## src/rtl/odo_pkg.sv

```systemverilog
// ----------------------------------------------------------------------------
// odo_pkg
// Shared types, register map, reset values and arithmetic constants for the
// differential-drive odometry block.
// ----------------------------------------------------------------------------
`default_nettype none

package odo_pkg;

  localparam int SPEED_W     = 16;
  localparam int ANGLE_W     = 16;
  localparam int TRIG_W      = 32;
  localparam int REG_W       = 16;
  localparam int CFG_DATA_W  = 32;
  localparam int CFG_INDEX_W = 3;
  localparam int OUT_POS_W   = 32;
  localparam int ATAN_W      = 30;
  localparam int ATAN_IDX_W  = 5;

  typedef enum logic [CFG_INDEX_W-1:0] {
    CFG_INV_WHEEL_BASE = 3'd0,
    CFG_TICK_PERIOD    = 3'd1,
    CFG_START_X        = 3'd2,
    CFG_START_Y        = 3'd3,
    CFG_START_HEADING  = 3'd4
  } cfg_reg_t;

  typedef enum logic [3:0] {
    S_IDLE,
    S_RATE,
    S_TURN,
    S_SCALE,
    S_HEAD,
    S_ROT,
    S_MOVE1,
    S_MOVE2,
    S_ACC
  } state_t;

  localparam logic [REG_W-1:0]          IWB_RESET           = 16'd9102;
  localparam logic [REG_W-1:0]          TP_RESET            = 16'd6554;
  localparam logic signed [OUT_POS_W-1:0] START_X_RESET     = 32'sd0;
  localparam logic signed [OUT_POS_W-1:0] START_Y_RESET     = 32'sd0;
  localparam logic [ANGLE_W-1:0]        START_HEADING_RESET = 16'd0;

  // 65536 / (2*pi) in Q14
  localparam logic [27:0]               TURN_SCALE   = 28'd170891319;
  // CORDIC gain compensation, Q30
  localparam logic signed [TRIG_W-1:0]  CORDIC_START = 32'sd652032874;

  // arctan(2^-i) in units of 2^-32 turn
  function automatic logic [ATAN_W-1:0] atan_turn(input logic [ATAN_IDX_W-1:0] idx);
    logic [ATAN_W-1:0] v;
    case (idx)
      5'd0:    v = 30'd536870912;
      5'd1:    v = 30'd316933406;
      5'd2:    v = 30'd167458907;
      5'd3:    v = 30'd85004756;
      5'd4:    v = 30'd42667331;
      5'd5:    v = 30'd21354465;
      5'd6:    v = 30'd10679838;
      5'd7:    v = 30'd5340245;
      5'd8:    v = 30'd2670163;
      5'd9:    v = 30'd1335087;
      5'd10:   v = 30'd667544;
      5'd11:   v = 30'd333772;
      5'd12:   v = 30'd166886;
      5'd13:   v = 30'd83443;
      5'd14:   v = 30'd41722;
      5'd15:   v = 30'd20861;
      5'd16:   v = 30'd10430;
      5'd17:   v = 30'd5215;
      5'd18:   v = 30'd2608;
      5'd19:   v = 30'd1304;
      5'd20:   v = 30'd652;
      5'd21:   v = 30'd326;
      5'd22:   v = 30'd163;
      5'd23:   v = 30'd81;
      default: v = 30'd0;
    endcase
    return v;
  endfunction

endpackage

`default_nettype wire

```

## src/rtl/odo_if.sv

```systemverilog
// ----------------------------------------------------------------------------
// odo_if
// Valid/ready channels of the odometry block: wheel speeds in, pose out.
// ----------------------------------------------------------------------------
`default_nettype none

interface odo_wheel_if;
  logic                                valid;
  logic                                ready;
  logic signed [odo_pkg::SPEED_W-1:0]  left_speed;
  logic signed [odo_pkg::SPEED_W-1:0]  right_speed;

  modport source (output valid, output left_speed, output right_speed, input ready);
  modport sink   (input valid, input left_speed, input right_speed, output ready);
endinterface

interface odo_pose_if;
  logic                                 valid;
  logic                                 ready;
  logic signed [odo_pkg::OUT_POS_W-1:0] pose_x;
  logic signed [odo_pkg::OUT_POS_W-1:0] pose_y;
  logic [odo_pkg::ANGLE_W-1:0]          pose_heading;

  modport source (output valid, output pose_x, output pose_y, output pose_heading,
                  input ready);
  modport sink   (input valid, input pose_x, input pose_y, input pose_heading,
                  output ready);
endinterface

`default_nettype wire

```

## src/rtl/odo_serial_mul.sv

```systemverilog
// ----------------------------------------------------------------------------
// odo_serial_mul
// Unsigned shift-add multiplier, one multiplier bit per cycle. Stops as soon
// as the remaining multiplier bits are all zero.
// ----------------------------------------------------------------------------
`default_nettype none

module odo_serial_mul #(
  parameter int A_W = 33,
  parameter int B_W = 28
) (
  input  logic                 clk,
  input  logic                 rst,
  input  logic                 load,
  input  logic [A_W-1:0]       a,
  input  logic [B_W-1:0]       b,
  output logic                 busy,
  output logic [A_W+B_W-1:0]   prod
);

  localparam int P_W = A_W + B_W;

  logic [P_W-1:0] acc;
  logic [P_W-1:0] mcand;
  logic [B_W-1:0] mplier;

  assign busy = |mplier;
  assign prod = acc;

  always_ff @(posedge clk) begin
    if (rst) begin
      mplier <= '0;
    end else if (load) begin
      mplier <= b;
    end else if (busy) begin
      mplier <= mplier >> 1;
    end
  end

  always_ff @(posedge clk) begin
    if (load) begin
      acc   <= '0;
      mcand <= P_W'(a);
    end else if (busy) begin
      acc   <= acc + (mplier[0] ? mcand : '0);
      mcand <= mcand << 1;
    end
  end

endmodule

`default_nettype wire

```

## src/rtl/odo_cordic.sv

```systemverilog
// ----------------------------------------------------------------------------
// odo_cordic
// Iterative rotation-mode CORDIC: cosine and sine (Q30) of a 16-bit binary
// angle, one micro-rotation per cycle, quadrant folded in at the end.
// ----------------------------------------------------------------------------
`default_nettype none

module odo_cordic #(
  parameter int STEPS = 16
) (
  input  logic                                clk,
  input  logic                                rst,
  input  logic                                start,
  input  logic [odo_pkg::ANGLE_W-1:0]         angle,
  output logic                                busy,
  output logic signed [odo_pkg::TRIG_W-1:0]   cos_q30,
  output logic signed [odo_pkg::TRIG_W-1:0]   sin_q30
);

  localparam int CNT_W = $clog2(STEPS);
  localparam int TW    = odo_pkg::TRIG_W;

  localparam logic [1:0] QUAD_I   = 2'd0;
  localparam logic [1:0] QUAD_II  = 2'd1;
  localparam logic [1:0] QUAD_III = 2'd2;

  logic                   run;
  logic [CNT_W-1:0]       cnt;
  logic [1:0]             quad;
  logic signed [TW-1:0]   x;
  logic signed [TW-1:0]   y;
  logic signed [TW-1:0]   z;
  logic signed [TW-1:0]   xs;
  logic signed [TW-1:0]   ys;
  logic signed [TW-1:0]   step_ang;

  assign busy     = run;
  // arithmetic shift is a floor shift
  assign xs       = x >>> cnt;
  assign ys       = y >>> cnt;
  assign step_ang = signed'(TW'(odo_pkg::atan_turn(odo_pkg::ATAN_IDX_W'(cnt))));

  always_ff @(posedge clk) begin
    if (rst) begin
      run <= 1'b0;
      cnt <= '0;
    end else if (start) begin
      run <= 1'b1;
      cnt <= '0;
    end else if (run) begin
      if (cnt == CNT_W'(STEPS - 1)) begin
        run <= 1'b0;
      end
      cnt <= cnt + 1'b1;
    end
  end

  always_ff @(posedge clk) begin
    if (start) begin
      x    <= odo_pkg::CORDIC_START;
      y    <= '0;
      // remainder within the quadrant, as a 32-bit turn fraction
      z    <= signed'({2'b00, angle[odo_pkg::ANGLE_W-3:0], 16'h0000});
      quad <= angle[odo_pkg::ANGLE_W-1:odo_pkg::ANGLE_W-2];
    end else if (run) begin
      if (!z[TW-1]) begin
        x <= x - ys;
        y <= y + xs;
        z <= z - step_ang;
      end else begin
        x <= x + ys;
        y <= y - xs;
        z <= z + step_ang;
      end
    end
  end

  always_comb begin
    case (quad)
      QUAD_I: begin
        cos_q30 = x;
        sin_q30 = y;
      end
      QUAD_II: begin
        cos_q30 = -y;
        sin_q30 = x;
      end
      QUAD_III: begin
        cos_q30 = -x;
        sin_q30 = -y;
      end
      default: begin
        cos_q30 = y;
        sin_q30 = -x;
      end
    endcase
  end

endmodule

`default_nettype wire

```

## src/rtl/differential_drive_odometry.sv

```systemverilog
// ----------------------------------------------------------------------------
// differential_drive_odometry
// Dead-reckoning pose integrator for a two-wheel robot.
//
// wheels: one word per control tick, left and right speed (Q4.12 m/s).
// pose:   one word per tick, new x, y (Q16.16 m, saturating) and heading.
// cfg:    write-only register port (cfg_wr_en, cfg_index, cfg_data); write
//         only while no tick is in flight.
// One tick at a time: wheels.ready is high only while idle. A tick runs
// through bit-serial shift-add multipliers and an iterative CORDIC, so the
// time from accept to pose.valid is shorter when the operands have fewer
// significant bits; the multiplier bit lengths and the CORDIC step count
// set it.
// The next tick may be accepted while a pose word waits; it finishes all
// arithmetic and holds just before updating the pose until pose.ready.
// Reset puts the pose at the start-register reset values and clears all
// handshakes; no clearing pass is needed.
// ----------------------------------------------------------------------------
`default_nettype none

module differential_drive_odometry #(
  parameter int CORDIC_STEPS   = 16,
  parameter int POSITION_WIDTH = 32
) (
  input  logic                               clk,
  input  logic                               rst,
  input  logic                               cfg_wr_en,
  input  logic [odo_pkg::CFG_INDEX_W-1:0]    cfg_index,
  input  logic [odo_pkg::CFG_DATA_W-1:0]     cfg_data,
  odo_wheel_if.sink                          wheels,
  odo_pose_if.source                         pose
);

  localparam int PW     = POSITION_WIDTH;
  localparam int RW     = odo_pkg::REG_W;
  localparam int AW     = odo_pkg::ANGLE_W;
  localparam int TW     = odo_pkg::TRIG_W;
  localparam int SW     = odo_pkg::SPEED_W;
  // turn chain multiplier
  localparam int TA_W   = 33;
  localparam int TB_W   = 28;
  localparam int TP_W   = TA_W + TB_W;
  // position multipliers
  localparam int MA_W   = 48;
  localparam int MB_W   = SW + 1;
  localparam int MP_W   = MA_W + MB_W;
  localparam int DXM_W  = 22;

  odo_pkg::state_t state;
  odo_pkg::state_t state_next;

  logic [RW-1:0]            iwb;
  logic [RW-1:0]            tp;

  logic signed [PW-1:0]     pos_x;
  logic signed [PW-1:0]     pos_y;
  logic [AW-1:0]            heading;
  logic [AW-1:0]            hd_new;
  logic [AW-1:0]            hd_sum;
  logic [AW-1:0]            units;
  logic                     out_valid;
  logic                     commit;

  logic [SW:0]              diff17;
  logic [SW:0]              diff_abs;
  logic [SW:0]              lin17;
  logic [SW:0]              lin_abs;
  logic [MB_W-1:0]          lin_mag;
  logic                     lin_neg;
  logic                     turn_neg;

  logic                     t_load;
  logic [TA_W-1:0]          t_a;
  logic [TB_W-1:0]          t_b;
  logic                     t_busy;
  logic [TP_W-1:0]          t_prod;
  logic [48:0]              d_sum;
  logic [53:0]              u_sum;
  logic [AW-1:0]            u16;

  logic                     c_start;
  logic                     c_busy;
  logic signed [TW-1:0]     c_cos;
  logic signed [TW-1:0]     c_sin;
  logic [TW-1:0]            cos_abs;
  logic [TW-1:0]            sin_abs;

  logic                     m_load;
  logic [MA_W-1:0]          xa;
  logic [MA_W-1:0]          ya;
  logic [MB_W-1:0]          m_b;
  logic                     x_busy;
  logic                     y_busy;
  logic [MP_W-1:0]          x_prod;
  logic [MP_W-1:0]          y_prod;
  logic                     x_neg;
  logic                     y_neg;
  logic [64:0]              dx_sum;
  logic [64:0]              dy_sum;
  logic signed [DXM_W:0]    dx;
  logic signed [DXM_W:0]    dy;

  function automatic logic signed [PW-1:0] sat_add(input logic signed [PW-1:0] p,
                                                   input logic signed [DXM_W:0] d);
    logic signed [PW:0] s;
    s = (PW+1)'(p) + (PW+1)'(d);
    if (s[PW] != s[PW-1]) begin
      return s[PW] ? {1'b1, {(PW-1){1'b0}}} : {1'b0, {(PW-1){1'b1}}};
    end
    return s[PW-1:0];
  endfunction

  odo_serial_mul #(.A_W(TA_W), .B_W(TB_W)) u_turn_mul (
    .clk  (clk),
    .rst  (rst),
    .load (t_load),
    .a    (t_a),
    .b    (t_b),
    .busy (t_busy),
    .prod (t_prod)
  );

  odo_cordic #(.STEPS(CORDIC_STEPS)) u_cordic (
    .clk     (clk),
    .rst     (rst),
    .start   (c_start),
    .angle   (hd_sum),
    .busy    (c_busy),
    .cos_q30 (c_cos),
    .sin_q30 (c_sin)
  );

  odo_serial_mul #(.A_W(MA_W), .B_W(MB_W)) u_x_mul (
    .clk  (clk),
    .rst  (rst),
    .load (m_load),
    .a    (xa),
    .b    (m_b),
    .busy (x_busy),
    .prod (x_prod)
  );

  odo_serial_mul #(.A_W(MA_W), .B_W(MB_W)) u_y_mul (
    .clk  (clk),
    .rst  (rst),
    .load (m_load),
    .a    (ya),
    .b    (m_b),
    .busy (y_busy),
    .prod (y_prod)
  );

  // sign-magnitude arithmetic: rounding half away from zero is a plain
  // round-half-up of the magnitude
  assign diff17   = {wheels.right_speed[SW-1], wheels.right_speed}
                  - {wheels.left_speed[SW-1], wheels.left_speed};
  assign diff_abs = diff17[SW] ? -diff17 : diff17;
  assign lin17    = {wheels.left_speed[SW-1], wheels.left_speed}
                  + {wheels.right_speed[SW-1], wheels.right_speed};
  assign lin_abs  = lin17[SW] ? -lin17 : lin17;

  // Q.40 rad -> Q.24 rad, then Q.38 turn units -> whole units
  assign d_sum    = {1'b0, t_prod[47:0]} + (49'd1 << 15);
  assign u_sum    = t_prod[53:0] + (54'd1 << 37);
  assign u16      = u_sum[53:38];
  assign hd_sum   = heading + units;

  assign cos_abs  = c_cos[TW-1] ? -c_cos : c_cos;
  assign sin_abs  = c_sin[TW-1] ? -c_sin : c_sin;

  assign dx_sum   = {1'b0, x_prod[63:0]} + (65'd1 << 42);
  assign dy_sum   = {1'b0, y_prod[63:0]} + (65'd1 << 42);

  assign wheels.ready      = (state == odo_pkg::S_IDLE);
  assign pose.valid        = out_valid;
  assign pose.pose_x       = odo_pkg::OUT_POS_W'(pos_x);
  assign pose.pose_y       = odo_pkg::OUT_POS_W'(pos_y);
  assign pose.pose_heading = heading;

  always_ff @(posedge clk) begin
    if (rst) begin
      state <= odo_pkg::S_IDLE;
    end else begin
      state <= state_next;
    end
  end

  always_comb begin
    state_next = state;
    t_load     = 1'b0;
    t_a        = '0;
    t_b        = '0;
    c_start    = 1'b0;
    m_load     = 1'b0;
    xa         = '0;
    ya         = '0;
    m_b        = '0;
    commit     = 1'b0;
    case (state)
      odo_pkg::S_IDLE: begin
        if (wheels.valid) begin
          t_load     = 1'b1;
          t_a        = TA_W'(diff_abs[SW-1:0]);
          t_b        = TB_W'(iwb);
          state_next = odo_pkg::S_RATE;
        end
      end
      odo_pkg::S_RATE: begin
        if (!t_busy) begin
          t_load     = 1'b1;
          t_a        = t_prod[TA_W-1:0];
          t_b        = TB_W'(tp);
          state_next = odo_pkg::S_TURN;
        end
      end
      odo_pkg::S_TURN: begin
        if (!t_busy) begin
          t_load     = 1'b1;
          t_a        = d_sum[48:16];
          t_b        = odo_pkg::TURN_SCALE;
          state_next = odo_pkg::S_SCALE;
        end
      end
      odo_pkg::S_SCALE: begin
        if (!t_busy) begin
          state_next = odo_pkg::S_HEAD;
        end
      end
      odo_pkg::S_HEAD: begin
        c_start    = 1'b1;
        state_next = odo_pkg::S_ROT;
      end
      odo_pkg::S_ROT: begin
        if (!c_busy) begin
          m_load     = 1'b1;
          xa         = MA_W'(cos_abs);
          ya         = MA_W'(sin_abs);
          m_b        = lin_mag;
          state_next = odo_pkg::S_MOVE1;
        end
      end
      odo_pkg::S_MOVE1: begin
        if (!x_busy && !y_busy) begin
          m_load     = 1'b1;
          xa         = x_prod[MA_W-1:0];
          ya         = y_prod[MA_W-1:0];
          m_b        = MB_W'(tp);
          state_next = odo_pkg::S_MOVE2;
        end
      end
      odo_pkg::S_MOVE2: begin
        if (!x_busy && !y_busy) begin
          state_next = odo_pkg::S_ACC;
        end
      end
      odo_pkg::S_ACC: begin
        // pose registers feed the output word, so wait for it to drain
        if (!out_valid || pose.ready) begin
          commit     = 1'b1;
          state_next = odo_pkg::S_IDLE;
        end
      end
      default: begin
        state_next = odo_pkg::S_IDLE;
      end
    endcase
  end

  // Start registers only matter at reset, and reset restores them too, so
  // the pose always restarts from their reset values; writes are dropped.
  always_ff @(posedge clk) begin
    if (rst) begin
      iwb <= odo_pkg::IWB_RESET;
      tp  <= odo_pkg::TP_RESET;
    end else if (cfg_wr_en) begin
      case (cfg_index)
        odo_pkg::CFG_INV_WHEEL_BASE: iwb <= cfg_data[RW-1:0];
        odo_pkg::CFG_TICK_PERIOD:    tp  <= cfg_data[RW-1:0];
        odo_pkg::CFG_START_X,
        odo_pkg::CFG_START_Y,
        odo_pkg::CFG_START_HEADING: begin
        end
        default: begin
        end
      endcase
    end
  end

  always_ff @(posedge clk) begin
    if (rst) begin
      pos_x     <= PW'(odo_pkg::START_X_RESET);
      pos_y     <= PW'(odo_pkg::START_Y_RESET);
      heading   <= odo_pkg::START_HEADING_RESET;
      out_valid <= 1'b0;
    end else begin
      if (commit) begin
        pos_x   <= sat_add(pos_x, dx);
        pos_y   <= sat_add(pos_y, dy);
        heading <= hd_new;
      end
      if (commit) begin
        out_valid <= 1'b1;
      end else if (pose.ready) begin
        out_valid <= 1'b0;
      end
    end
  end

  always_ff @(posedge clk) begin
    if (state == odo_pkg::S_IDLE && wheels.valid) begin
      lin_mag  <= lin_abs;
      lin_neg  <= lin17[SW];
      turn_neg <= diff17[SW];
    end
    if (state == odo_pkg::S_SCALE && !t_busy) begin
      units <= turn_neg ? -u16 : u16;
    end
    if (state == odo_pkg::S_HEAD) begin
      hd_new <= hd_sum;
    end
    if (state == odo_pkg::S_ROT && !c_busy) begin
      x_neg <= lin_neg ^ c_cos[TW-1];
      y_neg <= lin_neg ^ c_sin[TW-1];
    end
    if (state == odo_pkg::S_MOVE2 && !x_busy && !y_busy) begin
      dx <= x_neg ? -signed'({1'b0, dx_sum[64:43]}) : signed'({1'b0, dx_sum[64:43]});
      dy <= y_neg ? -signed'({1'b0, dy_sum[64:43]}) : signed'({1'b0, dy_sum[64:43]});
    end
  end

`ifndef SYNTH
  a_pose_held: assert property (@(posedge clk) disable iff (rst)
    (state == odo_pkg::S_ACC && out_valid && !pose.ready) |=> state == odo_pkg::S_ACC)
    else $error("pose updated while previous word still pending");

  a_cordic_phase: assert property (@(posedge clk) disable iff (rst)
    c_busy |-> state == odo_pkg::S_ROT)
    else $error("CORDIC running outside rotation phase");

  a_idle_quiet: assert property (@(posedge clk) disable iff (rst)
    state == odo_pkg::S_IDLE |-> (!t_busy && !x_busy && !y_busy && !c_busy))
    else $error("arithmetic unit busy while idle");
`endif

endmodule

`default_nettype wire
```

## src/flat_wrapper.sv

```systemverilog
// flat-port wrapper written by rule: the top's interface ports become plain ports
module differential_drive_odometry_flat 
#(
  parameter int CORDIC_STEPS   = 16,
  parameter int POSITION_WIDTH = 32
)
  (clk, rst, cfg_wr_en, cfg_index, cfg_data, wheels_valid, wheels_left_speed, wheels_right_speed, wheels_ready, pose_valid, pose_pose_x, pose_pose_y, pose_pose_heading, pose_ready);
  odo_wheel_if wheels_i ();
  odo_pose_if pose_i ();
  input  logic clk;
  input  logic rst;
  input  logic cfg_wr_en;
  input  logic [odo_pkg::CFG_INDEX_W-1:0] cfg_index;
  input  logic [odo_pkg::CFG_DATA_W-1:0] cfg_data;
  input wire logic [$bits(wheels_i.valid)-1:0] wheels_valid;
  input wire logic [$bits(wheels_i.left_speed)-1:0] wheels_left_speed;
  input wire logic [$bits(wheels_i.right_speed)-1:0] wheels_right_speed;
  output wire logic [$bits(wheels_i.ready)-1:0] wheels_ready;
  output wire logic [$bits(pose_i.valid)-1:0] pose_valid;
  output wire logic [$bits(pose_i.pose_x)-1:0] pose_pose_x;
  output wire logic [$bits(pose_i.pose_y)-1:0] pose_pose_y;
  output wire logic [$bits(pose_i.pose_heading)-1:0] pose_pose_heading;
  input wire logic [$bits(pose_i.ready)-1:0] pose_ready;
  assign wheels_i.valid = wheels_valid;
  assign wheels_i.left_speed = wheels_left_speed;
  assign wheels_i.right_speed = wheels_right_speed;
  assign wheels_ready = wheels_i.ready;
  assign pose_valid = pose_i.valid;
  assign pose_pose_x = pose_i.pose_x;
  assign pose_pose_y = pose_i.pose_y;
  assign pose_pose_heading = pose_i.pose_heading;
  assign pose_i.ready = pose_ready;
  differential_drive_odometry #(.CORDIC_STEPS(CORDIC_STEPS), .POSITION_WIDTH(POSITION_WIDTH)) u_core (.clk(clk), .rst(rst), .cfg_wr_en(cfg_wr_en), .cfg_index(cfg_index), .cfg_data(cfg_data), .wheels(wheels_i), .pose(pose_i));
endmodule
```

## config.mk

```make
export PLATFORM = sky130hd
export DESIGN_NAME = differential_drive_odometry_flat
export DESIGN_NICKNAME = d
export VERILOG_FILES = /design/src/rtl/odo_pkg.sv /design/src/rtl/odo_if.sv /design/src/rtl/odo_serial_mul.sv /design/src/rtl/odo_cordic.sv /design/src/rtl/differential_drive_odometry.sv /design/src/flat_wrapper.sv
export SDC_FILE = /design/constraint.sdc
export NUM_CORES = 2
export LEC_CHECK = 0
export ABC_CLOCK_PERIOD_IN_PS = 11300
export BUFFER_PORTS_ARGS = -buffer_cell sky130_fd_sc_hd__buf_2
export CORE_MARGIN = 1.5
export CORE_UTILIZATION = 55
export DETAILED_ROUTE_END_ITERATION = 10
export GPL_TIMING_DRIVEN = 0
export PLACE_DENSITY_LB_ADDON = 0.2
export SYNTH_ARGS = -nofsm -noshare
export SYNTH_HDL_FRONTEND = slang
export SYNTH_SLANG_ARGS = --single-unit
```

## constraint.sdc

```tcl
create_clock -name clk -period 11.3 [get_ports clk]
set_input_delay 1.13 -clock clk [delete_from_list [all_inputs] [get_ports clk]]
set_output_delay 1.13 -clock clk [all_outputs]
set_load 0.005 [all_outputs]
```

Word level (Yosys, flattened, before mapping). Memory sizes are Yosys's and may differ from the RTL's. A register that Yosys moved wholly into a read port is not among the register bits. Cells that the tools add are included.

$add $sub $neg: 28. Equality and inequality tests: 22. Shift operators: 2. Mux-type cells: 83. Bitwise logic cells: 2. Reductions and logical operators: 28.

Operators by type and width (number): 2-to-1 mux 32 bit (13); 2-to-1 mux 48 bit (6); one-hot mux 32 bit (3 select lines) (2); one-hot mux 48 bit (2 select lines) (2); 2-to-1 mux 33 bit (4); adder 64 x 43 -> 65 bit, second input constant (2); adder 65 bit (2); 2-to-1 mux 65 bit (2); negation 32 bit (4); 2-to-1 mux 16 bit (7); one-hot mux 33 bit (3 select lines) (1); 2-to-1 mux 17 bit (5); 2-to-1 mux 28 bit (3); one-hot mux 28 bit (3 select lines) (1); adder 32 x 23 -> 33 bit (2); adder 32 bit (2); >>> shifter 32 x 4 -> 32 bit (2); subtractor 32 bit (2); adder 61 bit (1); 2-to-1 mux 61 bit (1); 2-to-1 mux 30 bit (2); adder 54 x 38 -> 54 bit, second input constant (1); adder 48 x 16 -> 49 bit, second input constant (1); negation 22 -> 23 bit (2); 37 further kinds (95).

Register bits after elaboration: 763. Memory bits (read-only): 480. Input port bits: 72. Output and inout port bits: 82. Logic and storage cells: 204. Memories kept: 1.

Memory list: (no name shown) (depth 16, bits a word 30, rd ports 1, clocked after Yosys merged registers in 1, wr ports 0, line odo_pkg.sv:54) `case (idx)`.

Depth between registers and ports, before layout.
Word-level depth: 7. Depth in mapped cells: 27.

Modules after synthesis. From an unflattened synthesis, not the netlist that was laid out.

Cells, all modules: 8295. Area total of the unflattened synthesis: 66633.9 µm².

Modules (own cells, without submodules): differential_drive_odometry (times used 1, cells an instance 2565, area an instance 19866.6 µm², sequential area each 5315.1 µm²); odo_cordic (times used 1, cells an instance 2291, area an instance 17703.2 µm², sequential area each 2822.7 µm²); odo_serial_mul at u_core.u_x_mul (times used 1, cells an instance 1171, area an instance 9897.0 µm², sequential area each 3423.3 µm²); odo_serial_mul at u_core.u_turn_mul (times used 1, cells an instance 1174, area an instance 9675.5 µm², sequential area each 3333.2 µm²); odo_serial_mul at u_core.u_y_mul (times used 1, cells an instance 1094, area an instance 9491.6 µm², sequential area each 3423.3 µm²).

Least setup slack after synthesis. No wires, ideal clock.

Kind: register to register. From: reg u_core.u_cordic.cnt[3]. To: reg u_core.u_cordic.y[31]. Arrival: 5.919 ns. Slack: 5.310 ns. Cell stages (with the launch flop): 27. Path buffers: 6. Clock period less this slack: 5.990 ns. Cells stage by stage: dfxtp_1 clkbuf_1 clkbuf_1 buf_1 clkbuf_1 clkbuf_1 clkbuf_1 nor2_1 a21oi_1 ha_1 a21boi_0 and4_1 nor2b_1 a21oi_1 xnor2_1 ha_1 a21o_1 a21o_1 a221o_1 a21oi_1 o21ai_0 a211oi_1 o41ai_1 a41oi_1 xor2_1 or3_1 a21oi_1.

Cells in the longest elaborated chain, start to end: 3.

Ends and longest elaborated chain: from (decl) (line odo_cordic.sv:28) `logic [CNT_W-1:0] cnt;`; from (signal assigned) (line odo_cordic.sv:54) `cnt <= cnt + 1'b1;`; >>> shifter 32 x 4 -> 32 bit * (line odo_cordic.sv:39) `assign xs = x >>> cnt;`; adder 32 bit or subtractor 32 bit (tied branches) (line odo_cordic.sv:68, odo_cordic.sv:72); 2-to-1 mux 32 bit * (line odo_cordic.sv:66) `if (!z[TW-1]) begin`; to (signal assigned) (line odo_cordic.sv:68) `y <= y + xs;`; to (signal assigned) (line odo_cordic.sv:72) `y <= y - xs;`; to (decl) (line odo_cordic.sv:31) `logic signed [TW-1:0] y;`.

Every way passes the cells marked *; elsewhere a longest branch is shown, timed or not. A chain may end at the register's enable or synchronous reset.

Worst setup path in the final report. Ends and elaborated chain as after synthesis.

==> flow_summary.ini <==
[synth]
ys_warn_count = 0
ys_seq_area_frac = 0.286
synth_area_um2 = 62600
synth.area.top_cells = sky130_fd_sc_hd__dfxtp_1 (17%), sky130_fd_sc_hd__edfxtp_1 (12%), sky130_fd_sc_hd__ha_1 (8.1%), sky130_fd_sc_hd__nand2_1 (6.3%), sky130_fd_sc_hd__a21oi_1 (6.2%)
ys_seq_elements = 773
synth_top_flop_cell = sky130_fd_sc_hd__dfxtp_1
mappedNetlistNets = 8385
post_synthesis_async_set_or_reset_flop_share = 0
synthDominantCellAreaShare = 0.170
synthCells = 7895
synthDistinctLibCells = 96
synth_edf_count = 242
post-synth-top-area-cell = sky130_fd_sc_hd__dfxtp_1
post_synth.cell_area_avg_um2 = 7.93

[setup_path]
crit_path_max_fanout = 10
criticalPathCategory = reg -> reg
critical_path_required_time_ps = 11940
end_kind = flop
timing.critical_path.from_type = flop
crit_path_frequent_cell = sky130_fd_sc_hd__clkbuf_1
critical_path.slowest_cell = sky130_fd_sc_hd__clkbuf_1
worst_path_largest_cell_delay_ps = 710
crit_family = buffers and inverters
timing.critical_path.buf_inv = 6
critical_path_arrival_ps = 9580

[global_route]
grt_first_pass_wirelength_mm = 323
total_gr_overflow = 0
gr-usage-all-layers = 0.349
antenna_found_initial = 15
maximum_number_of_pins_on_one_net_before_global_route_repair = 48
grt_pass1_vias = 57265

[clocking]
hold_buffers = 0
insertion_delay_ps = 710
cts_tree = done
h_tree_depth_reported_by_cts = 3
cts_root_buf = sky130_fd_sc_hd__clkbuf_16
clock_sink_count = 773
post-cts-setup-buffers = 0
clock_path_buffers = 3
clock_pin_transition_on_the_worst_setup_and_hold_timing_paths_ps = 60
cts-buffers-inserted = 92
cts-resized-gates = 0

[sta]
tightestPinTransition_ps = 1340
fin_tns_setup_ps = 0
relSlewSlack = 0.102
timing.final.crit_share = 0.791
timing.final.hold_violations = 0
setup_repair_after_global_routing_missed_its_margin = false
min_period_ps = 8940
worst_clock_skew_ps = 28.0
report.final.setup_viol = 0
top_achievable_clock_speed_mhz = 112
drv_slew = 0

[power_and_ir_drop]
irDropWorstVdd_mv = 0.142
p_per_area_nw_per_um2 = 193
total_leakage_power_nw = 27.6

[place]
port_buffers = 136
dpl_cell_area_um2 = 65300
gp_congestion = 1.03
dp_hpwl_mm = 163

[detailed_routing]
drtAntennaViolNets = 0
dr_pass1_iterations = 9
vias_per_cell = 6.30
totalWireLength_mm = 210
routedWlPerCell_um = 21.7
drtIter0Drc = 5771
drt_drc_violations_left = 0
route.vias.total = 61157

[job]
drv.max_cap_violation_count = 0

[floorplanning]
dieArea_um2 = 116000
die_x_um = 340
pin_count = 154
fp.coreArea_um2 = 113000
starting_density = 0.556
rows = 123
die_height_um = 340

[layout]
layout_common_cells = sky130_fd_sc_hd__nand2_1 (1046), sky130_fd_sc_hd__a21oi_1 (775), sky130_fd_sc_hd__nor2_1 (594), sky130_fd_sc_hd__dfxtp_1 (531), sky130_fd_sc_hd__o21ai_0 (492)
post-route-cell-area_um2 = 68400
leading_cell_type_in_the_layout_fill_and_taps_excluded = sky130_fd_sc_hd__nand2_1
drive_above_1_share = 0.0590
fin_nets = 8621
area_growth_pct = 9.24

[status]
status = finished clean

[min_path]
hold_path_class = reg -> reg
==> stage by stage <==
stage               instances  setup slack [ps]  total power, W   util  hold slack (ps)
floorplan                7895              5310         0.00820      -              431
global placement         9531              2780         0.00990  0.579              437
finish                   9715              2360          0.0132  0.607              443
CTS                      9709              2720          0.0131  0.607              450
global route             9711              1970          0.0139  0.607              476
detailed placement       9536              2800          0.0100  0.580              443
==> Yosys cell counts, drive strengths merged, types with 60 or more instances <==
| cell | number |
|---|---|
| nand3 | 156 |
| nor2 | 595 |
| o21bai | 65 |
| or3 | 60 |
| a21oi | 776 |
| and2 | 221 |
| a21o | 203 |
| o21ai | 499 |
| o211ai | 60 |
| nand2b | 66 |
| nor3 | 144 |
| dfxtp | 531 |
| xor2 | 282 |
| nand4 | 71 |
| nor2b | 73 |
| a22oi | 92 |
| xnor2 | 405 |
| buf | 77 |
| a31oi | 82 |
| and3 | 86 |
| edfxtp | 242 |
| clkbuf | 399 |
| mux2i | 123 |
| ha | 407 |
| nand2 | 1047 |
| inv | 233 |
| a211oi | 134 |
==> routing by layer <==
metal | track usage | routed length (µm) | vias to the layer above
li1 | - | - | 28986
met1 | 0.457 | 89100 | 29156
met4 | 0.148 | 10000 | 12
met2 | 0.565 | 94100 | 2471
met3 | 0.0635 | 17200 | 532
met5 | 0 | 67 | -
==> path summary, 6_finish.rpt <==
path,start,endpoint,slack (ps),cells after the start
worst max-delay path,u_core.u_cordic.cnt[3],u_core.u_cordic.y[31],2360,25
worst min-delay path,u_core.u_y_mul.mplier[7],u_core.u_y_mul.mplier[6],440,2
worst max register to register,u_core.u_cordic.cnt[3],u_core.u_cordic.y[31],2360,25
worst min register to register,u_core.u_y_mul.mplier[7],u_core.u_y_mul.mplier[6],440,2
==> sequential cells by signal (all words and copies together), names as in the netlist, 54 cells and up <==
signal	cells
u_core.u_y_mul.prod	64
u_core.u_turn_mul.mcand	54
u_core.u_turn_mul.prod	54
u_core.u_x_mul.mcand	64
u_core.u_y_mul.mcand	64
u_core.u_x_mul.prod	64
==> where the power goes <==
group | total, W | internal [W] | switching, W
Sequential | 0.00370 | 0.00327 | 0.000427
Clock | 0.00305 | 0.00172 | 0.00133
Combinational | 0.00648 | 0.00238 | 0.00410
==> worst min-delay path, stage by stage, from the launching register on <==
cell and delay, ps:
sky130_fd_sc_hd__dfxtp_1 310, sky130_fd_sc_hd__nand2_1 60, sky130_fd_sc_hd__a21oi_1 50
==> logic make-up (layout without fill, tap and decap cells) <==
logic type      Yosys count  count (layout)  synth area share
compound gates         2332            2332             0.233
xor+xnor                687             687            0.0960
fa+ha+maj               452             452            0.0902
buf+inv                 714            1029            0.0434
flops                   773             773             0.286
mux                     211             211            0.0457
other cells               0               5                 0
simple gates           2726            2726             0.205
==> final cells by class <==
| type | instances | area, µm² |
|---|---|---|
| well taps | 1500 | 1880 |
| repair buffers | 142 | 787 |
| plain buffers | 476 | 1830 |
| inverters | 238 | 893 |
| clock inverters | 57 | 557 |
| multi-input cells | 6408 | 42100 |
| diodes | 5 | 12.5 |
| fillers | 10291 | 44200 |
| clock buffers | 116 | 2530 |
| flip-flops and latches | 773 | 17900 |
No activity file was read; power rests on OpenSTA's default activity.
